==> src/hdl/link_session_supervisor_defines.svh <==
// Assertion macros shared by the link session supervisor files.
`ifndef LINK_SESSION_SUPERVISOR_DEFINES_SVH
`define LINK_SESSION_SUPERVISOR_DEFINES_SVH
// Implication checked on every clock edge outside reset.
`define LSS_ASSERT_IMP(label, ante, cons) \
  label: assert property (@(posedge clk_i) disable iff (!rst_ni) (ante) |-> (cons)) \
    else $error("assertion failed");
// Implication checked in the next cycle.
`define LSS_ASSERT_NEXT(label, ante, cons) \
  label: assert property (@(posedge clk_i) disable iff (!rst_ni) (ante) |=> (cons)) \
    else $error("assertion failed");
`endif

==> src/hdl/lss_pkg.sv <==
// Package with types and constants of the link session supervisor.
`timescale 1ns / 1ps
`default_nettype none
package lss_pkg;
  localparam int unsigned ReplayDepth = 8;
  localparam int unsigned ReplayIdxW = (ReplayDepth > 1) ? $clog2(ReplayDepth) : 1;
  localparam logic [31:0] SeqHalfRange = 32'h8000_0000;

  typedef enum logic [2:0] {
    ACT_HELLO = 3'd0, ACT_HEARTBEAT = 3'd1, ACT_CONTROL = 3'd2, ACT_STOP = 3'd3,
    ACT_CLEAR = 3'd4, ACT_PING = 3'd5, ACT_TICK = 3'd6, ACT_NONE = 3'd7
  } action_e;

  typedef enum logic [1:0] {
    LINK_WAIT = 2'd0, LINK_UP = 2'd1, LINK_LOST = 2'd2
  } link_e;

  localparam logic [2:0] RkNone = 3'd0;
  localparam logic [2:0] RkHelloAck = 3'd1;
  localparam logic [2:0] RkStatus = 3'd2;
  localparam logic [2:0] RkPong = 3'd3;
  localparam logic [2:0] RkAck = 3'd4;
  localparam logic [2:0] RkNack = 3'd5;

  localparam logic [2:0] CodeOk = 3'd0;
  localparam logic [2:0] HelloRole = 3'd1;
  localparam logic [2:0] HelloVersion = 3'd2;
  localparam logic [2:0] HelloPayload = 3'd3;
  localparam logic [2:0] HelloCaps = 3'd4;
  localparam logic [2:0] NackNotReady = 3'd1;
  localparam logic [2:0] NackStale = 3'd2;
  localparam logic [2:0] NackConflict = 3'd3;
  localparam logic [2:0] NackClearDenied = 3'd4;

  localparam logic [2:0] CfgLinkTimeout = 3'd0;
  localparam logic [2:0] CfgCtrlTimeout = 3'd1;
  localparam logic [2:0] CfgLocalVersion = 3'd2;
  localparam logic [2:0] CfgPeerRole = 3'd3;
  localparam logic [2:0] CfgMinPayload = 3'd4;
  localparam logic [2:0] CfgReqCaps = 3'd5;
  localparam logic [2:0] CfgMaxAge = 3'd6;
  localparam logic [2:0] CfgTargetCode = 3'd7;

  typedef struct packed {
    logic [15:0] link_timeout;
    logic [15:0] ctrl_timeout;
    logic [7:0]  local_version;
    logic [7:0]  peer_role;
    logic [15:0] min_payload;
    logic [31:0] req_caps;
    logic [15:0] max_age;
    logic [7:0]  target_code;
  } cfg_t;

  // One classified message as it travels from the front to the back.
  typedef struct packed {
    action_e     action;
    logic [2:0]  hello_code;
    logic        ctrl_fields_ok;
    logic [31:0] sender;
    logic [31:0] seq;
    logic [31:0] req_id;
    logic [15:0] crc;
  } cmd_t;

  typedef struct packed {
    logic [2:0]  reply_kind;
    logic [2:0]  reply_code;
    logic [31:0] echo_sequence;
    logic [31:0] echo_id;
    link_e       session_state;
    logic        remote_stop;
    logic        ctrl_valid;
    logic [31:0] last_ctrl_seq;
    logic [31:0] gap_total;
    logic [31:0] mbox_gen;
    logic        mbox_valid;
    logic [31:0] mbox_overwrites;
  } result_t;

  typedef enum logic [2:0] {
    BK_IDLE, BK_SCAN, BK_EXEC, BK_OUT
  } back_state_e;
endpackage
`default_nettype wire

==> src/hdl/link_session_supervisor.sv <==
// Top level of the link session supervisor: configuration registers and the two parts.
// One result per item. An item passes the back part's idle, execute and output
// states, with a scan state before execute for a stop or clear request, whose
// replay cache is walked one entry per cycle; a two-entry queue parts the front
// from the back, and a one-entry output register holds the result until it is popped.
`timescale 1ns / 1ps
`default_nettype none
module link_session_supervisor import lss_pkg::*; (
  input  wire logic        clk_i,
  input  wire logic        rst_ni,
  input  wire logic        cfg_we_i,
  input  wire logic [2:0]  cfg_index_i,
  input  wire logic [31:0] cfg_data_i,
  input  wire logic        push,
  output logic             full,
  input  wire logic [2:0]  action_i,
  input  wire logic [31:0] sender_boot_id_i,
  input  wire logic [31:0] wire_sequence_i,
  input  wire logic [7:0]  kind_code_i,
  input  wire logic [7:0]  version_low_i,
  input  wire logic [7:0]  version_high_i,
  input  wire logic [15:0] peer_max_payload_i,
  input  wire logic [31:0] capability_bits_i,
  input  wire logic [7:0]  control_flags_i,
  input  wire logic [15:0] capture_age_i,
  input  wire logic [31:0] request_id_i,
  input  wire logic [15:0] payload_crc_i,
  output logic             empty,
  input  wire logic        pop,
  output logic [2:0]       reply_kind_o,
  output logic [2:0]       reply_code_o,
  output logic [31:0]      echo_sequence_o,
  output logic [31:0]      echo_id_o,
  output logic [1:0]       session_state_o,
  output logic             remote_stop_o,
  output logic             ctrl_valid_o,
  output logic [31:0]      last_control_sequence_o,
  output logic [31:0]      gap_total_o,
  output logic [31:0]      mailbox_generation_o,
  output logic             mailbox_valid_o,
  output logic [31:0]      mailbox_overwrites_o
);
  cfg_t cfg_q;
  cmd_t cmd;
  logic cmd_valid, cmd_take;
  result_t res;

  always_ff @(posedge clk_i or negedge rst_ni) begin
    if (!rst_ni) begin
      cfg_q.link_timeout <= 16'd500;
      cfg_q.ctrl_timeout <= 16'd200;
      cfg_q.local_version <= 8'd1;
      cfg_q.peer_role <= 8'd1;
      cfg_q.min_payload <= 16'd52;
      cfg_q.req_caps <= 32'd0;
      cfg_q.max_age <= 16'd1000;
      cfg_q.target_code <= 8'd2;
    end else if (cfg_we_i) begin
      case (cfg_index_i)
        CfgLinkTimeout:  cfg_q.link_timeout <= cfg_data_i[15:0];
        CfgCtrlTimeout:  cfg_q.ctrl_timeout <= cfg_data_i[15:0];
        CfgLocalVersion: cfg_q.local_version <= cfg_data_i[7:0];
        CfgPeerRole:     cfg_q.peer_role <= cfg_data_i[7:0];
        CfgMinPayload:   cfg_q.min_payload <= cfg_data_i[15:0];
        CfgReqCaps:      cfg_q.req_caps <= cfg_data_i;
        CfgMaxAge:       cfg_q.max_age <= cfg_data_i[15:0];
        CfgTargetCode:   cfg_q.target_code <= cfg_data_i[7:0];
        default: ;
      endcase
    end
  end

  lss_front u_front (
    .clk_i, .rst_ni, .cfg_i(cfg_q), .push_i(push), .full_o(full),
    .action_i, .sender_boot_id_i, .wire_sequence_i, .kind_code_i, .version_low_i,
    .version_high_i, .peer_max_payload_i, .capability_bits_i, .control_flags_i,
    .capture_age_i, .request_id_i, .payload_crc_i,
    .cmd_valid_o(cmd_valid), .cmd_o(cmd), .cmd_take_i(cmd_take)
  );

  lss_back u_back (
    .clk_i, .rst_ni, .cfg_i(cfg_q), .cmd_valid_i(cmd_valid), .cmd_i(cmd),
    .cmd_take_o(cmd_take), .empty_o(empty), .pop_i(pop), .res_o(res)
  );

  assign reply_kind_o = res.reply_kind;
  assign reply_code_o = res.reply_code;
  assign echo_sequence_o = res.echo_sequence;
  assign echo_id_o = res.echo_id;
  assign session_state_o = res.session_state;
  assign remote_stop_o = res.remote_stop;
  assign ctrl_valid_o = res.ctrl_valid;
  assign last_control_sequence_o = res.last_ctrl_seq;
  assign gap_total_o = res.gap_total;
  assign mailbox_generation_o = res.mbox_gen;
  assign mailbox_valid_o = res.mbox_valid;
  assign mailbox_overwrites_o = res.mbox_overwrites;
endmodule
`default_nettype wire

==> src/hdl/lss_front.sv <==
// Front part: checks hello and control fields and queues classified messages.
`timescale 1ns / 1ps
`default_nettype none
`include "link_session_supervisor_defines.svh"
module lss_front import lss_pkg::*; (
  input  wire logic        clk_i,
  input  wire logic        rst_ni,
  input  wire cfg_t        cfg_i,
  input  wire logic        push_i,
  output logic             full_o,
  input  wire logic [2:0]  action_i,
  input  wire logic [31:0] sender_boot_id_i,
  input  wire logic [31:0] wire_sequence_i,
  input  wire logic [7:0]  kind_code_i,
  input  wire logic [7:0]  version_low_i,
  input  wire logic [7:0]  version_high_i,
  input  wire logic [15:0] peer_max_payload_i,
  input  wire logic [31:0] capability_bits_i,
  input  wire logic [7:0]  control_flags_i,
  input  wire logic [15:0] capture_age_i,
  input  wire logic [31:0] request_id_i,
  input  wire logic [15:0] payload_crc_i,
  output logic             cmd_valid_o,
  output cmd_t             cmd_o,
  input  wire logic        cmd_take_i
);
  cmd_t cmd;
  cmd_t fifo_q [2];
  logic wr_q, rd_q;
  logic [1:0] cnt_q;

  always_comb begin
    cmd.action = action_e'(action_i);
    if (kind_code_i != cfg_i.peer_role) begin
      cmd.hello_code = HelloRole;
    end else if (version_low_i > cfg_i.local_version ||
                 version_high_i < cfg_i.local_version) begin
      cmd.hello_code = HelloVersion;
    end else if (peer_max_payload_i < cfg_i.min_payload) begin
      cmd.hello_code = HelloPayload;
    end else if ((capability_bits_i & cfg_i.req_caps) != cfg_i.req_caps) begin
      cmd.hello_code = HelloCaps;
    end else begin
      cmd.hello_code = CodeOk;
    end
    cmd.ctrl_fields_ok = (kind_code_i == cfg_i.target_code) && control_flags_i[0] &&
                         (capture_age_i <= cfg_i.max_age);
    cmd.sender = sender_boot_id_i;
    cmd.seq = wire_sequence_i;
    cmd.req_id = request_id_i;
    cmd.crc = payload_crc_i;
  end

  assign full_o = (cnt_q == 2'd2);
  assign cmd_valid_o = (cnt_q != 2'd0);
  assign cmd_o = fifo_q[rd_q];

  wire logic do_push = push_i && !full_o;
  wire logic do_pop = cmd_take_i && cmd_valid_o;

  always_ff @(posedge clk_i) begin
    if (do_push) begin
      fifo_q[wr_q] <= cmd;
    end
  end

  always_ff @(posedge clk_i or negedge rst_ni) begin
    if (!rst_ni) begin
      wr_q <= 1'b0;
      rd_q <= 1'b0;
      cnt_q <= 2'd0;
    end else begin
      if (do_push) wr_q <= ~wr_q;
      if (do_pop) rd_q <= ~rd_q;
      cnt_q <= cnt_q + {1'b0, do_push} - {1'b0, do_pop};
    end
  end

  `LSS_ASSERT_NEXT(a_fifo_cnt, do_push && !do_pop, cnt_q != 2'd0)
  `LSS_ASSERT_IMP(a_fifo_bound, 1'b1, cnt_q <= 2'd2)
  `LSS_ASSERT_NEXT(a_fifo_pop, do_pop && !do_push && cnt_q == 2'd1, !cmd_valid_o)
endmodule
`default_nettype wire

==> src/hdl/lss_back.sv <==
// Back part: session state, watchdogs, replay cache walk and result queue.
`timescale 1ns / 1ps
`default_nettype none
`include "link_session_supervisor_defines.svh"
module lss_back import lss_pkg::*; (
  input  wire logic  clk_i,
  input  wire logic  rst_ni,
  input  wire cfg_t  cfg_i,
  input  wire logic  cmd_valid_i,
  input  wire cmd_t  cmd_i,
  output logic       cmd_take_o,
  output logic       empty_o,
  input  wire logic  pop_i,
  output result_t    res_o
);
  back_state_e st_q, st_d;
  cmd_t cmd_q;

  link_e link_q;
  logic peer_q, seqk_q, stop_q, ctrl_q, mbok_q, ldog_q, cdog_q;
  logic [31:0] peer_id_q, last_rx_q, last_ctrl_q, gap_q, gen_q, ovw_q;
  logic [31:0] now_q, lmark_q, cmark_q;

  // Replay cache: flip-flop valid bits, payload in plain registers read one per cycle.
  logic [ReplayDepth-1:0] used_q;
  logic        e_kind_q [ReplayDepth];
  logic [31:0] e_id_q [ReplayDepth];
  logic [15:0] e_crc_q [ReplayDepth];
  logic        e_ack_q [ReplayDepth];
  logic [2:0]  e_code_q [ReplayDepth];
  logic [ReplayIdxW-1:0] next_q, scan_q;
  logic hit_q, hit_dup_q, hit_ack_q;
  logic [2:0] hit_code_q;

  result_t out_q;
  logic full_q;

  // Output register, one entry.
  assign empty_o = !full_q;
  assign res_o = out_q;
  assign cmd_take_o = (st_q == BK_IDLE) && cmd_valid_i;

  wire logic kind_bit = (cmd_q.action == ACT_CLEAR);
  wire logic entry_match = used_q[scan_q] && (e_kind_q[scan_q] == kind_bit) &&
                           (e_id_q[scan_q] == cmd_q.req_id);
  wire logic is_cache_cmd = (cmd_i.action == ACT_STOP) || (cmd_i.action == ACT_CLEAR);
  wire logic last_scan = (32'(scan_q) == ReplayDepth - 1);

  always_comb begin
    st_d = st_q;
    case (st_q)
      BK_IDLE: if (cmd_valid_i) st_d = is_cache_cmd ? BK_SCAN : BK_EXEC;
      BK_SCAN: if (last_scan) st_d = BK_EXEC;
      BK_EXEC: st_d = BK_OUT;
      BK_OUT:  if (!full_q || pop_i) st_d = BK_IDLE;
      default: st_d = BK_IDLE;
    endcase
  end

  always_ff @(posedge clk_i or negedge rst_ni) begin
    if (!rst_ni) st_q <= BK_IDLE;
    else st_q <= st_d;
  end

  always_ff @(posedge clk_i) begin
    if (cmd_take_o) cmd_q <= cmd_i;
  end

  // Work variables for one executed message.
  link_e n_link;
  logic n_peer, n_seqk, n_stop, n_ctrl, n_mbok, n_ldog, n_cdog, n_clear, n_rec, n_ack;
  logic [31:0] n_peer_id, n_last_rx, n_last_ctrl, n_gap, n_gen, n_ovw, n_now, n_lmark, n_cmark;
  logic [2:0] r_kind, r_code;
  logic [31:0] r_seq, r_id, diff;
  logic rdy, seq_new;

  always_comb begin
    n_link = link_q; n_peer = peer_q; n_seqk = seqk_q; n_stop = stop_q;
    n_ctrl = ctrl_q; n_mbok = mbok_q; n_ldog = ldog_q; n_cdog = cdog_q;
    n_peer_id = peer_id_q; n_last_rx = last_rx_q; n_last_ctrl = last_ctrl_q;
    n_gap = gap_q; n_gen = gen_q; n_ovw = ovw_q; n_now = now_q;
    n_lmark = lmark_q; n_cmark = cmark_q;
    n_clear = 1'b0; n_rec = 1'b0; n_ack = 1'b0;
    r_kind = RkNone; r_code = CodeOk; r_seq = '0; r_id = '0;
    rdy = 1'b0; seq_new = 1'b0;
    diff = cmd_q.seq - last_rx_q;

    // Shared peer check and serial-number tracking for session messages.
    if (cmd_q.action == ACT_HEARTBEAT || cmd_q.action == ACT_PING ||
        cmd_q.action == ACT_CONTROL || cmd_q.action == ACT_STOP ||
        cmd_q.action == ACT_CLEAR) begin
      if (link_q == LINK_UP) begin
        if (peer_q && peer_id_q == cmd_q.sender) begin
          rdy = 1'b1;
        end else begin
          n_link = LINK_WAIT; n_peer = 1'b0; n_seqk = 1'b0; n_ctrl = 1'b0;
          n_mbok = 1'b0; n_ldog = 1'b0; n_cdog = 1'b0;
        end
      end
      if (rdy) begin
        if (!seqk_q) begin
          n_seqk = 1'b1; n_last_rx = cmd_q.seq; seq_new = 1'b1;
        end else if (diff != 32'd0 && diff < SeqHalfRange) begin
          n_gap = gap_q + diff - 32'd1; n_last_rx = cmd_q.seq; seq_new = 1'b1;
        end
        if (seq_new) begin
          n_ldog = 1'b1; n_lmark = now_q;
        end
      end
    end

    case (cmd_q.action)
      ACT_HELLO: begin
        r_kind = RkHelloAck; r_code = cmd_q.hello_code; r_seq = cmd_q.seq;
        n_mbok = 1'b0; n_cdog = 1'b0; n_ctrl = 1'b0;
        if (cmd_q.hello_code == CodeOk) begin
          n_peer = 1'b1; n_peer_id = cmd_q.sender; n_seqk = 1'b1;
          n_last_rx = cmd_q.seq; n_link = LINK_UP; n_clear = 1'b1;
          n_ldog = 1'b1; n_lmark = now_q;
        end else begin
          n_link = LINK_WAIT; n_peer = 1'b0; n_seqk = 1'b0; n_ldog = 1'b0;
        end
      end
      ACT_HEARTBEAT: if (rdy && seq_new) r_kind = RkStatus;
      ACT_PING: begin
        if (rdy && seq_new) begin
          r_kind = RkPong; r_seq = cmd_q.seq; r_id = cmd_q.req_id;
        end
      end
      ACT_CONTROL: begin
        if (gen_q != 32'd0) n_ovw = ovw_q + 32'd1;
        n_gen = (gen_q == 32'hFFFF_FFFF) ? 32'd1 : gen_q + 32'd1;
        if (rdy && seq_new && !stop_q && cmd_q.ctrl_fields_ok) begin
          n_mbok = 1'b1; n_ctrl = 1'b1; n_last_ctrl = cmd_q.seq;
          n_cdog = 1'b1; n_cmark = now_q;
        end else begin
          n_mbok = 1'b0; n_ctrl = 1'b0; n_cdog = 1'b0;
        end
      end
      ACT_STOP, ACT_CLEAR: begin
        r_id = cmd_q.req_id;
        if (!rdy) begin
          n_rec = 1'b1; r_kind = RkNack; r_code = NackNotReady;
        end else if (hit_q && hit_dup_q) begin
          r_kind = hit_ack_q ? RkAck : RkNack; r_code = hit_code_q;
        end else if (hit_q) begin
          r_kind = RkNack; r_code = NackConflict;
        end else if (!seq_new) begin
          n_rec = 1'b1; r_kind = RkNack; r_code = NackStale;
        end else if (kind_bit && !(n_link == LINK_UP && stop_q)) begin
          n_rec = 1'b1; r_kind = RkNack; r_code = NackClearDenied;
        end else begin
          n_rec = 1'b1; n_ack = 1'b1; r_kind = RkAck; r_code = CodeOk;
          n_stop = !kind_bit; n_ctrl = 1'b0; n_cdog = 1'b0; n_mbok = 1'b0;
        end
      end
      ACT_TICK: begin
        n_now = now_q + 32'd1;
        if (ldog_q && (n_now - lmark_q) >= {16'd0, cfg_i.link_timeout}) begin
          n_ldog = 1'b0; n_cdog = 1'b0; n_link = LINK_LOST; n_peer = 1'b0;
          n_seqk = 1'b0; n_ctrl = 1'b0; n_mbok = 1'b0;
        end else if (cdog_q && (n_now - cmark_q) >= {16'd0, cfg_i.ctrl_timeout}) begin
          n_cdog = 1'b0; n_ctrl = 1'b0; n_mbok = 1'b0;
        end
      end
      default: ;
    endcase
  end

  wire logic exec = (st_q == BK_EXEC);

  always_ff @(posedge clk_i or negedge rst_ni) begin
    if (!rst_ni) begin
      link_q <= LINK_WAIT;
      {peer_q, seqk_q, stop_q, ctrl_q, mbok_q, ldog_q, cdog_q} <= '0;
      peer_id_q <= '0; last_rx_q <= '0; last_ctrl_q <= '0; gap_q <= '0;
      gen_q <= '0; ovw_q <= '0; now_q <= '0; lmark_q <= '0; cmark_q <= '0;
      used_q <= '0; next_q <= '0; scan_q <= '0;
      hit_q <= 1'b0; hit_dup_q <= 1'b0; hit_ack_q <= 1'b0; hit_code_q <= '0;
      full_q <= 1'b0;
    end else begin
      if (cmd_take_o) begin
        scan_q <= '0; hit_q <= 1'b0;
      end
      if (st_q == BK_SCAN) begin
        if (!hit_q && entry_match) begin
          hit_q <= 1'b1;
          hit_dup_q <= (e_crc_q[scan_q] == cmd_q.crc);
          hit_ack_q <= e_ack_q[scan_q];
          hit_code_q <= e_code_q[scan_q];
        end
        if (!last_scan) scan_q <= scan_q + ReplayIdxW'(1);
      end
      if (exec) begin
        link_q <= n_link; peer_q <= n_peer; seqk_q <= n_seqk; stop_q <= n_stop;
        ctrl_q <= n_ctrl; mbok_q <= n_mbok; ldog_q <= n_ldog; cdog_q <= n_cdog;
        peer_id_q <= n_peer_id; last_rx_q <= n_last_rx; last_ctrl_q <= n_last_ctrl;
        gap_q <= n_gap; gen_q <= n_gen; ovw_q <= n_ovw; now_q <= n_now;
        lmark_q <= n_lmark; cmark_q <= n_cmark;
        if (n_clear) begin
          used_q <= '0; next_q <= '0;
        end else if (n_rec) begin
          used_q[next_q] <= 1'b1;
          next_q <= (32'(next_q) == ReplayDepth - 1) ? '0 : next_q + ReplayIdxW'(1);
        end
      end
      if (st_q == BK_OUT && (!full_q || pop_i)) full_q <= 1'b1;
      else if (full_q && pop_i) full_q <= 1'b0;
    end
  end

  always_ff @(posedge clk_i) begin
    if (exec && n_rec && !n_clear) begin
      e_kind_q[next_q] <= kind_bit;
      e_id_q[next_q] <= cmd_q.req_id;
      e_crc_q[next_q] <= cmd_q.crc;
      e_ack_q[next_q] <= n_ack;
      e_code_q[next_q] <= r_code;
    end
  end

  // The result waits in a staging register until the output register is free.
  result_t stage_q;
  always_ff @(posedge clk_i) begin
    if (exec) begin
      stage_q.reply_kind <= r_kind;
      stage_q.reply_code <= r_code;
      stage_q.echo_sequence <= r_seq;
      stage_q.echo_id <= r_id;
      stage_q.session_state <= n_link;
      stage_q.remote_stop <= n_stop;
      stage_q.ctrl_valid <= n_ctrl;
      stage_q.last_ctrl_seq <= n_last_ctrl;
      stage_q.gap_total <= n_gap;
      stage_q.mbox_gen <= n_gen;
      stage_q.mbox_valid <= n_mbok;
      stage_q.mbox_overwrites <= n_ovw;
    end
    if (st_q == BK_OUT && (!full_q || pop_i)) out_q <= stage_q;
  end

  `LSS_ASSERT_IMP(a_take_idle, cmd_take_o, st_q == BK_IDLE)
  `LSS_ASSERT_NEXT(a_out_fill, st_q == BK_OUT && !full_q, full_q)
  `LSS_ASSERT_IMP(a_link_peer, link_q == LINK_UP, peer_q)
  `LSS_ASSERT_IMP(a_ctrl_dog, cdog_q, ctrl_q)
endmodule
`default_nettype wire
==> config.mk <==
export PLATFORM = sky130hd
export DESIGN_NAME = link_session_supervisor
export DESIGN_NICKNAME = d
export VERILOG_FILES = /design/src/hdl/lss_pkg.sv /design/src/hdl/link_session_supervisor.sv /design/src/hdl/lss_front.sv /design/src/hdl/lss_back.sv
export VERILOG_INCLUDE_DIRS = /design/src /design/src/hdl
export SDC_FILE = /design/constraint.sdc
export NUM_CORES = 2
export LEC_CHECK = 0
export BUFFER_PORTS_ARGS = -buffer_cell sky130_fd_sc_hd__buf_4
export CAP_MARGIN = 20
export CORE_ASPECT_RATIO = 0.9
export CORE_UTILIZATION = 40
export DETAILED_ROUTE_END_ITERATION = 7
export GPL_TIMING_DRIVEN = 0
export PLACE_DENSITY_LB_ADDON = 0.05
export REMOVE_ABC_BUFFERS = 1
export SYNTH_ARGS = -nofsm -noshare
export SYNTH_HDL_FRONTEND = slang
export SYNTH_HIERARCHICAL = 1
export SYNTH_SLANG_ARGS = --single-unit
export TNS_END_PERCENT = 10
==> constraint.sdc <==
create_clock -name clk_i -period 22.2 [get_ports clk_i]
set_input_delay 5.55 -clock clk_i [delete_from_list [all_inputs] [get_ports clk_i]]
set_output_delay 5.55 -clock clk_i [all_outputs]
set_load 0.01 [all_outputs]
# [Yosys cells after proc, flatten, opt, wreduce, memory -nomap -nowiden]
# Memories as Yosys holds them, arrays and structs flattened. A register that Yosys moved wholly into a read port is not among the register bits.
# Cells that the tools add are included.
[classes] add_sub_neg=12 n_lt_le_gt_ge=10 n_eq_ne=34 muxes=157 bitwise=4 n_reduce_logical=63
[ops] operator="$mux W32" n=23
[ops] operator="$pmux W32 S2" n=2
[ops] operator="$add A32 B1 Y32 const B" n=3
[ops] operator="$sub A32 B32 Y32" n=3
[ops] operator="$mux W1" n=89
[ops] operator="$mux W3" n=22
[ops] operator="$eq A32 B32 Y1" n=2
[ops] operator="$ge A32 B16 Y1" n=2
[ops] operator="$reduce_bool A32 Y1" n=2
[ops] operator="$add A32 B32 Y32" n=1
[ops] operator="$and A32 B32 Y32" n=1
[ops] operator="$eq A32 B32 Y1 const B" n=1
[ops] operator="$lt A32 B32 Y1 const B" n=1
[ops] operator="$ne A32 B32 Y1" n=1
[ops] operator="$sub A32 B1 Y32 const B" n=1
[ops] operator="$eq A3 B3 Y1 const B" n=10
[ops] operator="$pmux W3 S4" n=2
[ops] operator="$logic_and A1 B1 Y1" n=23
[ops] operator="$reduce_and A2 Y1" n=11
[ops] operator="$eq A3 B2 Y1 const B" n=7
[ops] operator="$eq A16 B16 Y1" n=1
[ops] operator="$le A16 B16 Y1" n=1
[ops] operator="$lt A16 B16 Y1" n=1
[ops] operator="$mux W8" n=2
[ops] operator="other kinds (29)" n=68
[word_totals] reg_bits=966 ramBits=662 input_bits=251 output_inout_bits=205 memories=6
[mem_list] memory="u_back.e_id_q" depth=8 width=32 rd=1 rd_clocked_by_memory_dff=0 wr=1 line="lss_back.sv:27" rtl="logic [31:0] e_id_q [ReplayDepth];"
[mem_list] memory="u_front.fifo_q" depth=2 width=119 rd=1 rd_clocked_by_memory_dff=0 wr=1 line="lss_front.sv:28" rtl="cmd_t fifo_q [2];"
[mem_list] memory="u_back.e_crc_q" depth=8 width=16 rd=1 rd_clocked_by_memory_dff=0 wr=1 line="lss_back.sv:28" rtl="logic [15:0] e_crc_q [ReplayDepth];"
[mem_list] memory="u_back.e_code_q" depth=8 width=3 rd=1 rd_clocked_by_memory_dff=1 wr=1 line="lss_back.sv:30" rtl="logic [2:0] e_code_q [ReplayDepth];"
[mem_list] memory="u_back.e_ack_q" depth=8 width=1 rd=1 rd_clocked_by_memory_dff=1 wr=1 line="lss_back.sv:29" rtl="logic e_ack_q [ReplayDepth];"
[mem_list] memory="u_back.e_kind_q" depth=8 width=1 rd=1 rd_clocked_by_memory_dff=0 wr=1 line="lss_back.sv:26" rtl="logic e_kind_q [ReplayDepth];"

# [Longest topological paths before layout]
[depth] depth_word=16 ltp_mapped=30 mapped_depth_nobuf=28

# [Hierarchy]
# The synthesis kept the hierarchy.
[by_module_without_submodules] mod="lss_back" n_inst=1 cells_each=4033 area_per_inst_um2=57264.9 seq_area_each_um2=36505.0
[by_module_without_submodules] mod="lss_front" n_inst=1 cells_each=617 area_per_inst_um2=10351.2 seq_area_each_um2=7247.0
[by_module_without_submodules] mod="link_session_supervisor" n_inst=1 cells_each=262 area_per_inst_um2=4611.9 seq_area_each_um2=3029.2

# [Worst setup path after synthesis]
# OpenSTA, ideal clock, no wires.
[synth_timing] kind="in2reg" from="input port push" to="memory u_front/fifo_q[0][0] (netlist name) (enable)" setup_time_ns=0.598 arrival_time_ns=10.591 required_ns=21.602 setup_slack_ns=11.011 stages=2 path_cell_list="nand2_1 nor2_1"
[synth_via] elab_chain_cells=3
[synth_rtl] element="from (decl)" line="link_session_supervisor.sv:14" rtl="input wire logic push,"
[synth_rtl] element="$logic_and A1 B1 Y1" line="lss_front.sv:58" rtl="wire logic do_push = push_i && !full_o;"
[synth_rtl] element="$mux W1" line="lss_front.sv:62" rtl="if (do_push) begin"
[synth_rtl] element="$mux W1 (not written as such)" line="lss_front.sv:63" rtl="fifo_q[wr_q] <= cmd;"
[synth_rtl] element="to (decl)" line="lss_front.sv:28"
# No other way between the ends.

==> flow_summary.json <==
{
  "layout_common_cells": "1,187 x edfxtp_1, 449 x buf_4, 446 x mux2_2",
  "die_w_um": 450,
  "cp-startpoint": "peer_max_payload_i[7]",
  "yosys.area.top_type_share_pct": 49.3,
  "worst_slew_pin_slew_ps": 1080,
  "grt_max_degree": 115,
  "critPathBufInv": 1,
  "finClkSkew_ps": 51.5,
  "start_util_pct": 40.4,
  "rows": 147,
  "regToRegStartpoint": "u_back/now_q[0]",
  "grt_pass1_vias": 41700,
  "synth_top_area_cell": "edfxtp_1",
  "finalInstanceArea_mm2": 0.0854,
  "drv_slew": 0,
  "ant_nets": 0,
  "cts_hold_buf": 0,
  "cp.arrival_ps": 7910,
  "grt-ovfl-total": 0,
  "p_per_area_mw_per_mm2": 129,
  "dieArea_mm2": 0.182,
  "routed_wl_um": 173000,
  "place_hpwl_um": 119000,
  "drt_iter0_drc": 2427,
  "finalHoldViolCount": 0,
  "clk_path_buf_depth": 3,
  "nFillCells": 15700,
  "syn_area_mm2": 0.0722,
  "worstSetupPathType": "in -> reg",
  "postSynthCellCount": 4912,
  "max_stage_delay_ps": 950,
  "rsz0062_at_grt": "no",
  "cap_viol_max_count": 0,
  "io_buffers": 448,
  "coreArea_mm2": 0.179,
  "clk_pin_slew_ps": 60,
  "ys_seq_elements": 1631,
  "reg2reg_depth": 26,
  "cts_tree": "done",
  "htree_levels": 4,
  "cts.sinks": 1631,
  "slew-limit-headroom_pct": 26.7,
  "hold_depth": 0,
  "yosysSeqAreaShare_pct": 64.8,
  "holdCritStartpoint": "u_back/stage_q[131]",
  "ir_worst_vdd_mv": 0.119,
  "timing.rr.end": "u_back/stage_q[32]",
  "post_cts_buffers": 0,
  "fin_hold_ws_ps": 407,
  "whs_endpoint": "u_back/res_o[131]",
  "grt.total_usage_pct": 18.9,
  "p_leak_nw": 33.5,
  "status": "finished clean",
  "drive_gt1_share_pct": 25.5,
  "yosys.cell_types.count": 94,
  "worstPathCellList": "buf_4, ha_1, nand2_1, nor3_1, a21oi_1, o21ai_0, nor4b_1",
  "rrSetupSlack_ps": 14930,
  "synth_edf_count": 1187,
  "clock.fmax_ghz": 0.134,
  "via_per_inst": 5.14,
  "required_ps": 22620,
  "ys_warn_count": 6,
  "gp_congestion": 0.841,
  "start_kind": "input port",
  "place_area_mm2": 0.0796,
  "drc": 0,
  "post_drt_wl_per_cell_um": 21.6,
  "synth_area_per_cell_um2": 14.7,
  "finalCriticalPeriod_ps": 7490,
  "firstDrtPassIters": 5,
  "die_h_um": 405,
  "crit_fanout": 3,
  "numCtsBuffers": 175,
  "io_pins": 456,
  "setup_violations": 0,
  "cts_root_buffer": "clkbuf_16",
  "slowest_stage": "nor4b_1",
  "vias": 41100,
  "clk_latency_ps": 790,
  "critPathTopFamily": "simple AND/OR/NAND/NOR gates",
  "ys_async_sr_fraction_pct": 27.2,
  "hp-class": "reg -> reg",
  "post-route-period-util_pct": 33.7,
  "antenna_found_initial": 10,
  "nNetsFinal": 5952,
  "cts_resized": 0,
  "synthFlopType": "edfxtp_1",
  "grt_first_pass_wirelength_um": 261000,
  "synthToLayoutAreaGrowth_pct": 18.3,
  "synth_area_leaders": "edfxtp_1 49%, dfrtp_1 15%, mux2_2 7.0%",
  "layout_commonest_cell": "edfxtp_1",
  "crit_path_end_kind": "flop"
}
-- per-layer routing --
metal  part of all wire (%)  routed length (um)  GRT usage [%]  vias up
met5                 0.0075                  13              0        -
met4                    2.6                4500           5.47        2
met3                    4.1                7140           3.17      238
met2                     47               81100           30.2      767
met1                     46               80000           26.6    20700
li1                       -                   -              -    19300
-- power breakdown --
part | switching (mW) | internal, mW | total [mW] | leakage, nW
clock network | 1.22 | 1.69 | 2.91 | 2.83
logic | 2.05 | 1.56 | 3.60 | 13.8
registers | 0.390 | 4.11 | 4.50 | 16.9
-- cells by family (layout without fill, tap and decap cells) --
logic type | Yosys count | after routing | synth area share, %
DFF | 1631 | 1631 | 64.8
and+or+nand+nor | 969 | 969 | 6.89
muxes | 653 | 653 | 11.8
AOI/OAI and AO/OA | 567 | 567 | 5.19
buffers and inverters | 488 | 1180 | 2.68
xor gates and xnor gates | 353 | 353 | 4.28
adders and majority gates | 251 | 251 | 4.39
other | 0 | 4 | 0
-- cell usage after synthesis (21+ instances only) --
cell,count
nor4_1,28
mux2_1,25
mux2i_1,64
nor3_1,46
a21oi_1,157
inv_1,324
nand4_1,64
mux4_2,108
dfrtp_1,423
xnor2_1,199
a21o_1,51
ha_1,247
nand2b_1,42
nand2_1,234
dfstp_2,21
nor2_1,212
o21ai_0,117
xor2_1,154
edfxtp_1,1187
o21a_1,31
a211oi_1,24
buf_2,39
mux2_2,446
clkbuf_1,95
nor2b_1,78
and3_1,36
nand3_1,81
and2_1,57
and4_1,21
-- how the worst max path moves through the flow --
stage	endpoint	depth (start not counted)	slack, ps
floorplan	u_back/e_ack_q[0]	5	10930
global placement	u_back/last_rx_q[27]	4	-2220
detailed placement	u_front/fifo_q[0][115]	7	13850
CTS	u_front/fifo_q[1][115]	7	14700
global route	u_back/stage_q[32]	26	14320
finish	u_front/fifo_q[1][115]	7	14710
-- area by class of cell --
class | instances | area, um^2 | area share [%]
Sequential cell | 1631 | 46800 | 54.8
Multi-Input combinational cell | 2793 | 23700 | 27.7
Timing Repair Buffer | 525 | 4940 | 5.78
Clock buffer | 226 | 4730 | 5.54
Tap cell | 2384 | 2980 | 3.49
Inverter | 324 | 1220 | 1.43
Clock inverter | 105 | 1060 | 1.24
Antenna cell | 4 | 10.0 | 0.0117
-- through the flow --
stage               total power, mW  TNS, ps  setup WS [ps]  util (%)  std cells
floorplan                      7.00        0          10930         -       4748
global placement               8.38  -139080          -2220      43.5       7580
detailed placement             8.22        0          13850      44.5       7656
CTS                            11.2        0          14700      47.8       7987
global route                   11.7        0          14320      47.8       7990
finish                         11.0        0          14710      47.8       7992
-- flip-flops by register name (all words and copies together), names as in the netlist, 119 cells and up --
| register | count |
|---|---|
| u_back/res_o | 203 |
| u_back/e_id_q | 256 |
| u_back/e_crc_q | 128 |
| u_back/stage_q | 203 |
| cfg_q | 120 |
| u_back/cmd_q | 119 |
| u_front/fifo_q | 238 |
(Power assumes the default switching activity.)
